--- config.mk ---
export PLATFORM = sky130hd
export DESIGN_NAME = space_vector_pwm_duty
export DESIGN_NICKNAME = d
export VERILOG_FILES = /design/src/svpwm_pkg.sv /design/src/space_vector_pwm_duty.sv /design/src/svpwm_cfg.sv
export VERILOG_INCLUDE_DIRS = /design/src /design/src/src
export SDC_FILE = /design/constraint.sdc
export NUM_CORES = 2
export LEC_CHECK = 0
export BUFFER_PORTS_ARGS = -buffer_cell sky130_fd_sc_hd__buf_2
export CAP_MARGIN = 20
export CORE_UTILIZATION = 60
export CTS_CLUSTER_SIZE = 30
export DETAILED_ROUTE_END_ITERATION = 8
export HOLD_SLACK_MARGIN = 0.06
export PLACE_DENSITY_LB_ADDON = 0.12
export RECOVER_POWER = 50
export SLEW_MARGIN = 20
export SYNTH_ARGS = -nofsm -noshare
export SYNTH_HDL_FRONTEND = slang
export SYNTH_SLANG_ARGS = --single-unit
--- constraint.sdc ---
create_clock -name clk_i -period 10.1 [get_ports clk_i]
set_clock_uncertainty 0.15 [all_clocks]
set_input_delay 2.02 -clock clk_i [delete_from_list [all_inputs] [get_ports clk_i]]
set_output_delay 2.02 -clock clk_i [all_outputs]
set_load 0.05 [all_outputs]
--- src/space_vector_pwm_duty_assert.svh ---
// Assertion macros for the SVPWM duty block.
// Both macros expect clk_i and rst_ni in scope.
`ifndef SPACE_VECTOR_PWM_DUTY_ASSERT_SVH
`define SPACE_VECTOR_PWM_DUTY_ASSERT_SVH

// consequent checked in the same cycle as the antecedent
`define SVPWM_ASSERT_NOW(lbl, ante, cons, msg) \
  lbl: assert property (@(posedge clk_i) disable iff (!rst_ni) (ante) |-> (cons)) \
    else $error(msg);

// consequent checked in the cycle after the antecedent
`define SVPWM_ASSERT_NEXT(lbl, ante, cons, msg) \
  lbl: assert property (@(posedge clk_i) disable iff (!rst_ni) (ante) |=> (cons)) \
    else $error(msg);

`endif

--- src/svpwm_pkg.sv ---
// ----------------------------------------------------------------------------
// svpwm_pkg
// Types, constants and register indexes shared by the SVPWM duty block.
// ----------------------------------------------------------------------------
package svpwm_pkg;

  // voltage fraction bits (Q2.14)
  localparam int unsigned VOLT_FRAC_BITS = 14;
  // product of two Q2.14 values carries twice the fraction bits
  localparam int unsigned PROD_FRAC_BITS = 2 * VOLT_FRAC_BITS;

  // 1/sqrt3 and 2/sqrt3 rounded to VOLT_FRAC_BITS fraction bits
  localparam logic signed [15:0] K_INV_SQRT3     = 16'sd9459;
  localparam logic signed [15:0] K_TWO_INV_SQRT3 = 16'sd18919;

  // max_modulation saturates at 1.0 in Q1.15
  localparam logic [15:0] MOD_ONE = 16'd32768;

  localparam logic [15:0] PERIOD_RST  = 16'd4096;
  localparam logic [15:0] MAX_MOD_RST = 16'd32768;

  // configuration register indexes
  localparam int unsigned CFG_IDX_W = 2;
  localparam logic [CFG_IDX_W-1:0] REG_PWM_PERIOD = 2'd0;
  localparam logic [CFG_IDX_W-1:0] REG_MAX_MOD    = 2'd1;

  // hexagon sector codes
  localparam logic [2:0] SECTOR_1 = 3'd1;
  localparam logic [2:0] SECTOR_2 = 3'd2;
  localparam logic [2:0] SECTOR_3 = 3'd3;
  localparam logic [2:0] SECTOR_4 = 3'd4;
  localparam logic [2:0] SECTOR_5 = 3'd5;
  localparam logic [2:0] SECTOR_6 = 3'd6;

  typedef struct packed {
    logic signed [15:0] v_alpha;
    logic signed [15:0] v_beta;
  } in_t;

  typedef struct packed {
    logic [15:0] duty_a;
    logic [15:0] duty_b;
    logic [15:0] duty_c;
    logic [2:0]  sector;
  } out_t;

  // live configuration seen by the datapath
  typedef struct packed {
    logic [15:0] period;
    logic [15:0] tmax;
  } cfg_t;

endpackage

--- src/space_vector_pwm_duty.sv ---
// ----------------------------------------------------------------------------
// space_vector_pwm_duty
// Space vector PWM: alpha/beta voltage vector to three phase compare values.
// ----------------------------------------------------------------------------
// Usage:
//   Input channel in_valid_i / in_stall_o carries one (v_alpha, v_beta) beat
//   in signed Q2.14. Output channel out_valid_o / out_stall_i carries the
//   three compare values and the sector 1..6 for that beat, in input order.
//   Config port: cfg_we_i writes cfg_wdata_i to register cfg_idx_i
//   (0 = pwm_period, 1 = max_modulation); other indexes are ignored.
//   Write config only while no beat is in flight.
// Timing:
//   Six register stages: an accepted beat moves through stages 1 to 6 and is
//   on the output from the stage 6 register. One beat per cycle is sustained
//   while out_stall_i is low; each stage holds at most one beat, and the 32x17
//   on-time multipliers set the stage depth.
// Reset:
//   All stages empty; pwm_period = 4096, max_modulation = 1.0.
// Stall:
//   A stalled output holds its beat; stages behind it keep filling bubbles,
//   and in_stall_o rises only once every stage holds a beat.
// ----------------------------------------------------------------------------
module space_vector_pwm_duty
  import svpwm_pkg::*;
(
  input  logic                 clk_i,
  input  logic                 rst_ni,
  input  logic                 in_valid_i,
  output logic                 in_stall_o,
  input  in_t                  in_data_i,
  output logic                 out_valid_o,
  input  logic                 out_stall_i,
  output out_t                 out_data_o,
  input  logic                 cfg_we_i,
  input  logic [CFG_IDX_W-1:0] cfg_idx_i,
  input  logic [15:0]          cfg_wdata_i
);

  `include "space_vector_pwm_duty_assert.svh"

  function automatic logic [15:0] clamp_duty(input logic signed [23:0] d,
                                             input logic [15:0] tmax);
    logic signed [23:0] lim;
    lim = $signed({8'd0, tmax});
    if (d[23]) begin
      return 16'd0;
    end else if (d > lim) begin
      return tmax;
    end else begin
      return d[15:0];
    end
  endfunction

  cfg_t cfg;

  svpwm_cfg u_cfg (
    .clk_i      (clk_i),
    .rst_ni     (rst_ni),
    .cfg_we_i   (cfg_we_i),
    .cfg_idx_i  (cfg_idx_i),
    .cfg_wdata_i(cfg_wdata_i),
    .cfg_o      (cfg)
  );

  // ---------------- stage flow control ----------------
  logic v1_q, v2_q, v3_q, v4_q, v5_q, v6_q;
  logic en1, en2, en3, en4, en5, en6;

  always_comb begin
    en6 = !v6_q || !out_stall_i;
    en5 = !v5_q || en6;
    en4 = !v4_q || en5;
    en3 = !v3_q || en4;
    en2 = !v2_q || en3;
    en1 = !v1_q || en2;
  end

  assign in_stall_o = !en1;

  always_ff @(posedge clk_i or negedge rst_ni) begin
    if (!rst_ni) begin
      v1_q <= 1'b0;
      v2_q <= 1'b0;
      v3_q <= 1'b0;
      v4_q <= 1'b0;
      v5_q <= 1'b0;
      v6_q <= 1'b0;
    end else begin
      if (en1) v1_q <= in_valid_i;
      if (en2) v2_q <= v1_q;
      if (en3) v3_q <= v2_q;
      if (en4) v4_q <= v3_q;
      if (en5) v5_q <= v4_q;
      if (en6) v6_q <= v5_q;
    end
  end

  // ---------------- stage 1: scale alpha, beta/sqrt3, 2*beta/sqrt3 ----------------
  logic signed [29:0] a1_q, a1_d;
  logic signed [29:0] s1_q, s1_d;
  logic signed [30:0] t1_q, t1_d;

  always_comb begin
    a1_d = {in_data_i.v_alpha, {VOLT_FRAC_BITS{1'b0}}};
    s1_d = 30'(in_data_i.v_beta) * 30'(K_INV_SQRT3);
    t1_d = 31'(in_data_i.v_beta) * 31'(K_TWO_INV_SQRT3);
  end

  always_ff @(posedge clk_i) begin
    if (en1) begin
      a1_q <= a1_d;
      s1_q <= s1_d;
      t1_q <= t1_d;
    end
  end

  // ---------------- stage 2: sector and on-time fractions ----------------
  logic signed [31:0] ae, se, te, nse;
  logic signed [31:0] fx2_d, fy2_d, fx2_q, fy2_q;
  logic [2:0]         sec2_d, sec2_q;

  always_comb begin
    ae  = 32'(a1_q);
    se  = 32'(s1_q);
    te  = 32'(t1_q);
    nse = -se;
    // sign of beta is the sign of beta/sqrt3
    if (!s1_q[29]) begin
      if (!a1_q[29]) sec2_d = (se > ae) ? SECTOR_2 : SECTOR_1;
      else           sec2_d = (nse > ae) ? SECTOR_3 : SECTOR_2;
    end else begin
      if (!a1_q[29]) sec2_d = (nse > ae) ? SECTOR_5 : SECTOR_6;
      else           sec2_d = (se > ae) ? SECTOR_4 : SECTOR_5;
    end
    unique case (sec2_d)
      SECTOR_1: begin fx2_d = ae - se;  fy2_d = te;       end
      SECTOR_2: begin fx2_d = ae + se;  fy2_d = se - ae;  end
      SECTOR_3: begin fx2_d = te;       fy2_d = nse - ae; end
      SECTOR_4: begin fx2_d = se - ae;  fy2_d = -te;      end
      SECTOR_5: begin fx2_d = nse - ae; fy2_d = ae - se;  end
      default:  begin fx2_d = -te;      fy2_d = ae + se;  end
    endcase
  end

  always_ff @(posedge clk_i) begin
    if (en2) begin
      fx2_q  <= fx2_d;
      fy2_q  <= fy2_d;
      sec2_q <= sec2_d;
    end
  end

  // ---------------- stage 3: fraction times period ----------------
  logic signed [16:0] per_s;
  logic signed [48:0] px3_q, py3_q;
  logic [2:0]         sec3_q;

  assign per_s = $signed({1'b0, cfg.period});

  always_ff @(posedge clk_i) begin
    if (en3) begin
      px3_q  <= 49'(fx2_q) * 49'(per_s);
      py3_q  <= 49'(fy2_q) * 49'(per_s);
      sec3_q <= sec2_q;
    end
  end

  // ---------------- stage 4: truncate toward zero, order on-times ----------------
  logic signed [48:0] bias_x, bias_y, qx, qy;
  logic signed [19:0] x4, y4, u4_q, w4_q;
  logic [2:0]         sec4_q;
  logic               even4;

  always_comb begin
    bias_x = px3_q[48] ? 49'sd268435455 : 49'sd0;
    bias_y = py3_q[48] ? 49'sd268435455 : 49'sd0;
    qx     = (px3_q + bias_x) >>> PROD_FRAC_BITS;
    qy     = (py3_q + bias_y) >>> PROD_FRAC_BITS;
    x4     = qx[19:0];
    y4     = qy[19:0];
    // even sectors subtract the second on-time first
    even4  = (sec3_q == SECTOR_2) || (sec3_q == SECTOR_4) || (sec3_q == SECTOR_6);
  end

  always_ff @(posedge clk_i) begin
    if (en4) begin
      u4_q   <= even4 ? y4 : x4;
      w4_q   <= even4 ? x4 : y4;
      sec4_q <= sec3_q;
    end
  end

  // ---------------- stage 5: center value ----------------
  logic signed [21:0] sum5, sum5_adj, half5;
  logic signed [21:0] neg5;
  logic signed [20:0] d05_q;
  logic signed [19:0] u5_q, w5_q;
  logic [2:0]         sec5_q;

  always_comb begin
    sum5     = $signed({6'd0, cfg.period}) + 22'(u4_q) + 22'(w4_q);
    neg5     = $signed({21'd0, sum5[21]});
    sum5_adj = sum5 + neg5;
    half5    = sum5_adj >>> 1;
  end

  always_ff @(posedge clk_i) begin
    if (en5) begin
      d05_q  <= half5[20:0];
      u5_q   <= u4_q;
      w5_q   <= w4_q;
      sec5_q <= sec4_q;
    end
  end

  // ---------------- stage 6: differences, clamp, route ----------------
  logic signed [23:0] d0, d1, d2;
  logic [15:0]        c0, c1, c2;
  out_t               out_d, out_q;

  always_comb begin
    d0 = 24'(d05_q);
    d1 = d0 - 24'(u5_q);
    d2 = d1 - 24'(w5_q);
    c0 = clamp_duty(d0, cfg.tmax);
    c1 = clamp_duty(d1, cfg.tmax);
    c2 = clamp_duty(d2, cfg.tmax);
    out_d.sector = sec5_q;
    unique case (sec5_q)
      SECTOR_1: begin out_d.duty_a = c0; out_d.duty_b = c1; out_d.duty_c = c2; end
      SECTOR_2: begin out_d.duty_a = c1; out_d.duty_b = c0; out_d.duty_c = c2; end
      SECTOR_3: begin out_d.duty_a = c2; out_d.duty_b = c0; out_d.duty_c = c1; end
      SECTOR_4: begin out_d.duty_a = c2; out_d.duty_b = c1; out_d.duty_c = c0; end
      SECTOR_5: begin out_d.duty_a = c1; out_d.duty_b = c2; out_d.duty_c = c0; end
      default:  begin out_d.duty_a = c0; out_d.duty_b = c2; out_d.duty_c = c1; end
    endcase
  end

  always_ff @(posedge clk_i) begin
    if (en6) begin
      out_q <= out_d;
    end
  end

  assign out_valid_o = v6_q;
  assign out_data_o  = out_q;

  // ---------------- assertions ----------------
  `SVPWM_ASSERT_NOW(a_sector_range, out_valid_o,
    (out_data_o.sector >= SECTOR_1) && (out_data_o.sector <= SECTOR_6),
    "sector outside 1..6")
  `SVPWM_ASSERT_NOW(a_duty_limit, out_valid_o,
    (out_data_o.duty_a <= cfg.tmax) && (out_data_o.duty_b <= cfg.tmax) &&
    (out_data_o.duty_c <= cfg.tmax),
    "duty above clamp limit")
  `SVPWM_ASSERT_NOW(a_stall_full, in_stall_o,
    out_valid_o && out_stall_i && v1_q && v5_q,
    "input stalled with room in the pipeline")
  `SVPWM_ASSERT_NEXT(a_tmax_period, 1'b1,
    cfg.tmax <= $past(cfg.period),
    "clamp limit above period")

endmodule

--- src/svpwm_cfg.sv ---
// ----------------------------------------------------------------------------
// svpwm_cfg
// Configuration registers and the registered duty clamp limit.
// ----------------------------------------------------------------------------
module svpwm_cfg
  import svpwm_pkg::*;
(
  input  logic                 clk_i,
  input  logic                 rst_ni,
  input  logic                 cfg_we_i,
  input  logic [CFG_IDX_W-1:0] cfg_idx_i,
  input  logic [15:0]          cfg_wdata_i,
  output cfg_t                 cfg_o
);

  logic [15:0] period_q;
  logic [15:0] max_mod_q;
  logic [15:0] tmax_q, tmax_d;
  logic [15:0] mod_sat;
  logic [16:0] mod_sum;
  logic [32:0] lim_prod;

  always_ff @(posedge clk_i or negedge rst_ni) begin
    if (!rst_ni) begin
      period_q  <= PERIOD_RST;
      max_mod_q <= MAX_MOD_RST;
    end else if (cfg_we_i) begin
      unique case (cfg_idx_i)
        REG_PWM_PERIOD: period_q  <= cfg_wdata_i;
        REG_MAX_MOD:    max_mod_q <= cfg_wdata_i;
        default: ;
      endcase
    end
  end

  // tmax = period * (1 + mod) / 2, mod in Q1.15
  always_comb begin
    mod_sat  = (max_mod_q > MOD_ONE) ? MOD_ONE : max_mod_q;
    mod_sum  = 17'(MOD_ONE) + 17'(mod_sat);
    lim_prod = 33'(period_q) * 33'(mod_sum);
    tmax_d   = lim_prod[31:16];
  end

  always_ff @(posedge clk_i or negedge rst_ni) begin
    if (!rst_ni) begin
      tmax_q <= PERIOD_RST;
    end else begin
      tmax_q <= tmax_d;
    end
  end

  assign cfg_o.period = period_q;
  assign cfg_o.tmax   = tmax_q;

endmodule
Yosys cells after proc, flatten, opt, wreduce, memory -nomap -nowiden
Index checks and enable logic that the tools add are counted.
Word-level totals
  logic and storage cells: 108
  output and inout port bits: 53
  register bits: 457
Operators by class
  reductions and logical operators: 19
  mux-type cells: 21
  multiply operators: 5
  equality and inequality tests: 14
  add/sub/neg operators: 14
  $lt $le $gt $ge: 6
Operators by type and width (count)
  $pmux 32 s5: 2
  $pmux 48 s5: 1
  $mux 16: 7
  $mul 32x17->49: 2
  $add 48x29->48: 2
  $sub 30x30->31: 2
  $mux 28: 2
  $mux 20: 2
  $gt 32x30->1: 1
  $mul 16x17->32: 1
  $neg 30->32: 1
  $neg 31->32: 1
  $sub 32x30->32: 1
  $add 30x30->31: 1
  $mul 16x16->31 const B: 1
  $gt 30x30->1: 1
  $mul 16x15->30 const B: 1
  $gt 23x17->1: 1
  $sub 22x20->23: 1
  $add 21x20->22: 1
  $add 22x2->22: 1
  $gt 22x17->1: 1
  $sub 21x20->22: 1
  $add 17x20->21: 1
  14 further kinds: 43

Longest topological paths before layout
  depth after elaboration: 8
  mapped depth: 31
  depth with buffers taken out: 28

Hierarchy
From an unflattened synthesis, not the netlist that was laid out.
Unflattened totals
  cell total of the unflattened synthesis: 8730
  area total of the unflattened synthesis: 81436.9 µm²
By module, submodules not included
  space_vector_pwm_duty: times used 1, cells an instance 7592, area each 70915.5 µm²
  svpwm_cfg: times used 1, cells an instance 1138, area each 10521.3 µm²

Worst setup path before layout
OpenSTA, ideal clock, no wires.
  path type: input -> register
  from: input in_data_i[10] in the netlist's numbering
  to: register t1_q[30] (data pin)
  data arrival time: 7.203 ns
  cell stages on the path: 21
  slack: 2.483 ns
  data required time: 9.686 ns
  setup time: 0.264 ns
  buffers on the path: 0
  cell sequence: ha_1 -> inv_1 -> fa_1 -> inv_1 -> fa_1 -> inv_1 -> fa_1 -> fa_1 -> fa_1 -> inv_1 -> ha_1 -> a21o_1 -> a21o_1 -> a21oi_1 -> o32ai_1 -> o21ba_2 -> a211oi_1 -> a2111oi_0 -> o21bai_1 -> a41oi_1 -> xnor2_1
Between the ends
  longest elaborated chain between the ends: 1
RTL lines
  start: declaration: RTL line space_vector_pwm_duty.sv:30  | input in_t in_data_i,
  $mul 16x16->31: RTL line space_vector_pwm_duty.sv:106  | t1_d = 31'(in_data_i.v_beta) * 31'(K_TWO_INV_SQRT3);
  via t1_d[30]: RTL line space_vector_pwm_duty.sv:101  | logic signed [30:0] t1_q, t1_d;
  end signal: assignment: RTL line space_vector_pwm_duty.sv:113  | t1_q <= t1_d;
  end: declaration: RTL line space_vector_pwm_duty.sv:101
The timed path passes the listed nets, and every way through them passes these cells.
A chain may end at the register's enable or synchronous reset.

Worst setup path in the final report
  from: register u_cfg.max_mod_q[14]
  to: register u_cfg.tmax_q[15]
Between the ends
  longest elaborated chain between the ends: 4
RTL lines
  start: declaration: RTL line svpwm_cfg.sv:17  | logic [15:0] max_mod_q;
  start signal: assignment: RTL line svpwm_cfg.sv:30  | REG_MAX_MOD: max_mod_q <= cfg_wdata_i;
  $gt 16x16->1: RTL line svpwm_cfg.sv:38  | mod_sat = (max_mod_q > MOD_ONE) ? MOD_ONE : max_mod_q;
  $mux 16 *: RTL line svpwm_cfg.sv:38
  $add 16x16->17 *: RTL line svpwm_cfg.sv:39  | mod_sum = 17'(MOD_ONE) + 17'(mod_sat);
  $mul 16x17->32 *: RTL line svpwm_cfg.sv:40  | lim_prod = 33'(period_q) * 33'(mod_sum);
  via u_cfg.lim_prod[31]: RTL line svpwm_cfg.sv:21  | logic [32:0] lim_prod;
  end signal: assignment: RTL line svpwm_cfg.sv:48  | tmax_q <= tmax_d;
  end: declaration: RTL line svpwm_cfg.sv:18  | logic [15:0] tmax_q, tmax_d;
The timed path passes the listed nets; every way through them passes the cells marked *.

==> impl_metrics.yaml <==
cts:
  cts_buffers: 55
  path_clk_slew_ns: 0.07
  clk_latency_ns: 0.71
  post_cts_buffers: 0
  cts_tree: "yes"
  clock_path_buffers: 3
  clockRootBuffer: "clkbuf_16"
  cts.htree.levels: 2
  numClockSinks: 453
  cts_resized: 0
  cts_hold_buf: 0
setup_path:
  path_max_fanout: 55
  end_kind: "flip-flop"
  crit_type: "flip-flop to flip-flop"
  critical_path_arrival_ns: 9.39
  slowest_stage: "dfrtp_1"
  startpoint_type: "flip-flop"
  slowest_delay_ns: 0.60
  required_ns: 10.58
sta:
  finalCriticalPeriod_ns: 8.91
  setup_viol: 0
  max_freq_ghz: 0.112
  hold_ws_ns: 0.270
  rsz0062_at_grt: "false"
  max_slew_margin_pct: -144
  setup_tns_ns: 0
  hold_violations: 0
  maxSlewViolCount: 532
  finalCritPeriodShare_pct: 88.2
  worstMarginPinSlew_ns: 3.66
global_routing:
  grt_pass1_wl_mm: 372
  grt_max_degree: 76
  globalRouteTotalUtil_pct: 34.1
  grt-ovfl-total: 0
  grt_pass1_vias: 67039
  antenna_found_initial: 7
synth:
  yosysMostFrequentCell: "inv_1"
  syn_inst: 8948
  syn_avg_cell_area_sq_um: 9.22
  ys_top_cells_by_area: "fa_1 33%, edfxtp_1 15%, ha_1 11%, inv_1 7.8%, nand2_1 4.7%"
  ys_seq_area_share_pct: 16.2
  syn-num-nets: 11058
  synth_top_area_cell: "fa_1"
  ys_types: 96
  synth_top_area_share_pct: 32.6
  synth_area_sq_mm: 0.0825
  ys.flop_type: "edfxtp_1"
  synthTopCellsByCount: "1713 x inv_1, 1342 x fa_1, 1035 x nand2_1, 713 x ha_1, 468 x and2_1"
  synth_edf_count: 399
  ys_async_sr_fraction_pct: 11.9
  ys_warn_count: 0
  ys_ff_latch: 453
place:
  gp_congestion: 0.964
  hpwl_mm: 186
  io_buffers: 107
route:
  drt_iter0_markers: 5674
  vias: 63979
  drc: 0
  via_per_inst: 6.02
  finalWirelength_mm: 231
  post_drt_wl_per_cell_um: 21.8
  ant_nets: 0
  dr.pass1.iters: 8
run:
  drv_cap: 11
die:
  core_sq_mm: 0.136
  fp.dieArea_sq_mm: 0.139
  ios: 108
  rows: 135
  start_util_pct: 60.7
  die_w_um: 373
  die_h_um: 373
status:
  violations: "capacitance limit, slew limit"
  outcome: "finished, violations left"
cells_and_area:
  fillers: 11545
  final_nets: 10912
  drive_gt1_share_pct: 3.96
  area_delta_synth_final_pct: 4.56
  antenna_cells: 0
hold_path:
  hp-class: "flip-flop to flip-flop"
## layout by cell type (no fill, tap or decap), drive strengths merged, types with 20 or more instances in the layout
cell type	Yosys	final
inv	1713	1716
fa	1342	1342
nand2	1036	1036
ha	713	713
and2	469	469
edfxtp	399	399
a21oi	376	376
nor2	291	291
o21ai	258	258
xnor2	252	252
a21o	147	147
nand3	147	147
buf	37	142
nor3	136	136
clkbuf	366	128
xor2	121	121
and3	115	115
mux2i	70	70
nor2b	65	65
a211oi	54	54
or3	51	51
dfrtp	51	51
o21a	48	48
a31oi	48	48
nand4	47	47
mux2	43	43
nand2b	42	42
o21bai	42	42
nor4	29	29
o211ai	28	28
a221oi	26	26
a211o	25	25
o31ai	25	25
or2	23	23
clkinv	3	21
o22ai	20	20
o221ai	20	20
a2111oi	20	20
## cell families (layout without fill, tap and decap cells)
logic type | Yosys count | count (layout) | share of synthesized area (%)
compound gates | 1333 | 1333 | 10.7
flops | 453 | 453 | 16.2
buf+inv | 2119 | 2020 | 9.70
fa+ha+maj | 2056 | 2056 | 43.4
xor+xnor | 373 | 373 | 3.96
mux | 113 | 113 | 1.44
other cells | 1 | 1 | 0.00454
simple gates | 2500 | 2500 | 14.7
## area by class of cell
| class | instances | area [sq um] | area share (%) |
|---|---|---|---|
| multi-input cells | 6376 | 61200 | 71.0 |
| inverters | 1716 | 6440 | 7.47 |
| repair buffers | 200 | 1140 | 1.33 |
| flip-flops and latches | 453 | 13400 | 15.5 |
| clock buffers | 70 | 1440 | 1.67 |
| clock inverters | 34 | 427 | 0.494 |
| well taps | 1781 | 2230 | 2.58 |
## state kept, by name, summed over array words and instances, names as in the netlist, 21 cells and up
signal / count
out_data_o: 51
px3_q: 49
py3_q: 48
fx2_q: 32
fy2_q: 31
s1_q: 30
t1_q: 29
d05_q: 21
## through the flow
stage	util (%)	instance area, sq um	instances	setup WS [ns]
2_1_floorplan	-	82500	8948	2.48
3_3_place_gp	62.2	84500	10526	1.71
3_5_place_dp	62.2	84500	10526	1.51
4_1_cts	63.6	86400	10630	1.42
5_1_grt	63.5	86300	10630	0.765
6_report	63.5	86300	10630	1.19
## routing by layer
layer / GRT usage [%] / routed length, um / vias to the layer above
met2: 56.2 / 109000 / 2700
met5: 0 / 68 / -
li1: - / - / 28481
met4: 11.6 / 8700 / 10
met3: 5.45 / 19500 / 544
met1: 45.8 / 94600 / 32244
## worst max-delay path: cells and delay by family (launching register included)
kind / cells / cell delay, ns
compound gates: 7 / 1.96
xor+xnor: 1 / 0.13
fa+ha+maj: 7 / 3.29
buf+inv: 7 / 0.78
flops: 1 / 0.60
simple gates: 7 / 1.91
## worst paths after layout
| path | start | end | slack, ns | cells past startpoint |
|---|---|---|---|---|
| max | u_cfg.max_mod_q[14] | u_cfg.tmax_q[15] | 1.19 | 29 |
| min | sec4_q[0] | sec5_q[0] | 0.27 | 0 |
| max reg2reg | u_cfg.max_mod_q[14] | u_cfg.tmax_q[15] | 1.19 | 29 |
| min reg2reg | sec4_q[0] | sec5_q[0] | 0.27 | 0 |
| max in group asynchronous | rst_ni | u_cfg.period_q[2] | 4.65 | 2 |
| min in group asynchronous | rst_ni | u_cfg.tmax_q[3] | 2.51 | 2 |
Power is not shown: default switching activity piles up to over one toggle a cycle in this logic, so the estimate is an artifact.
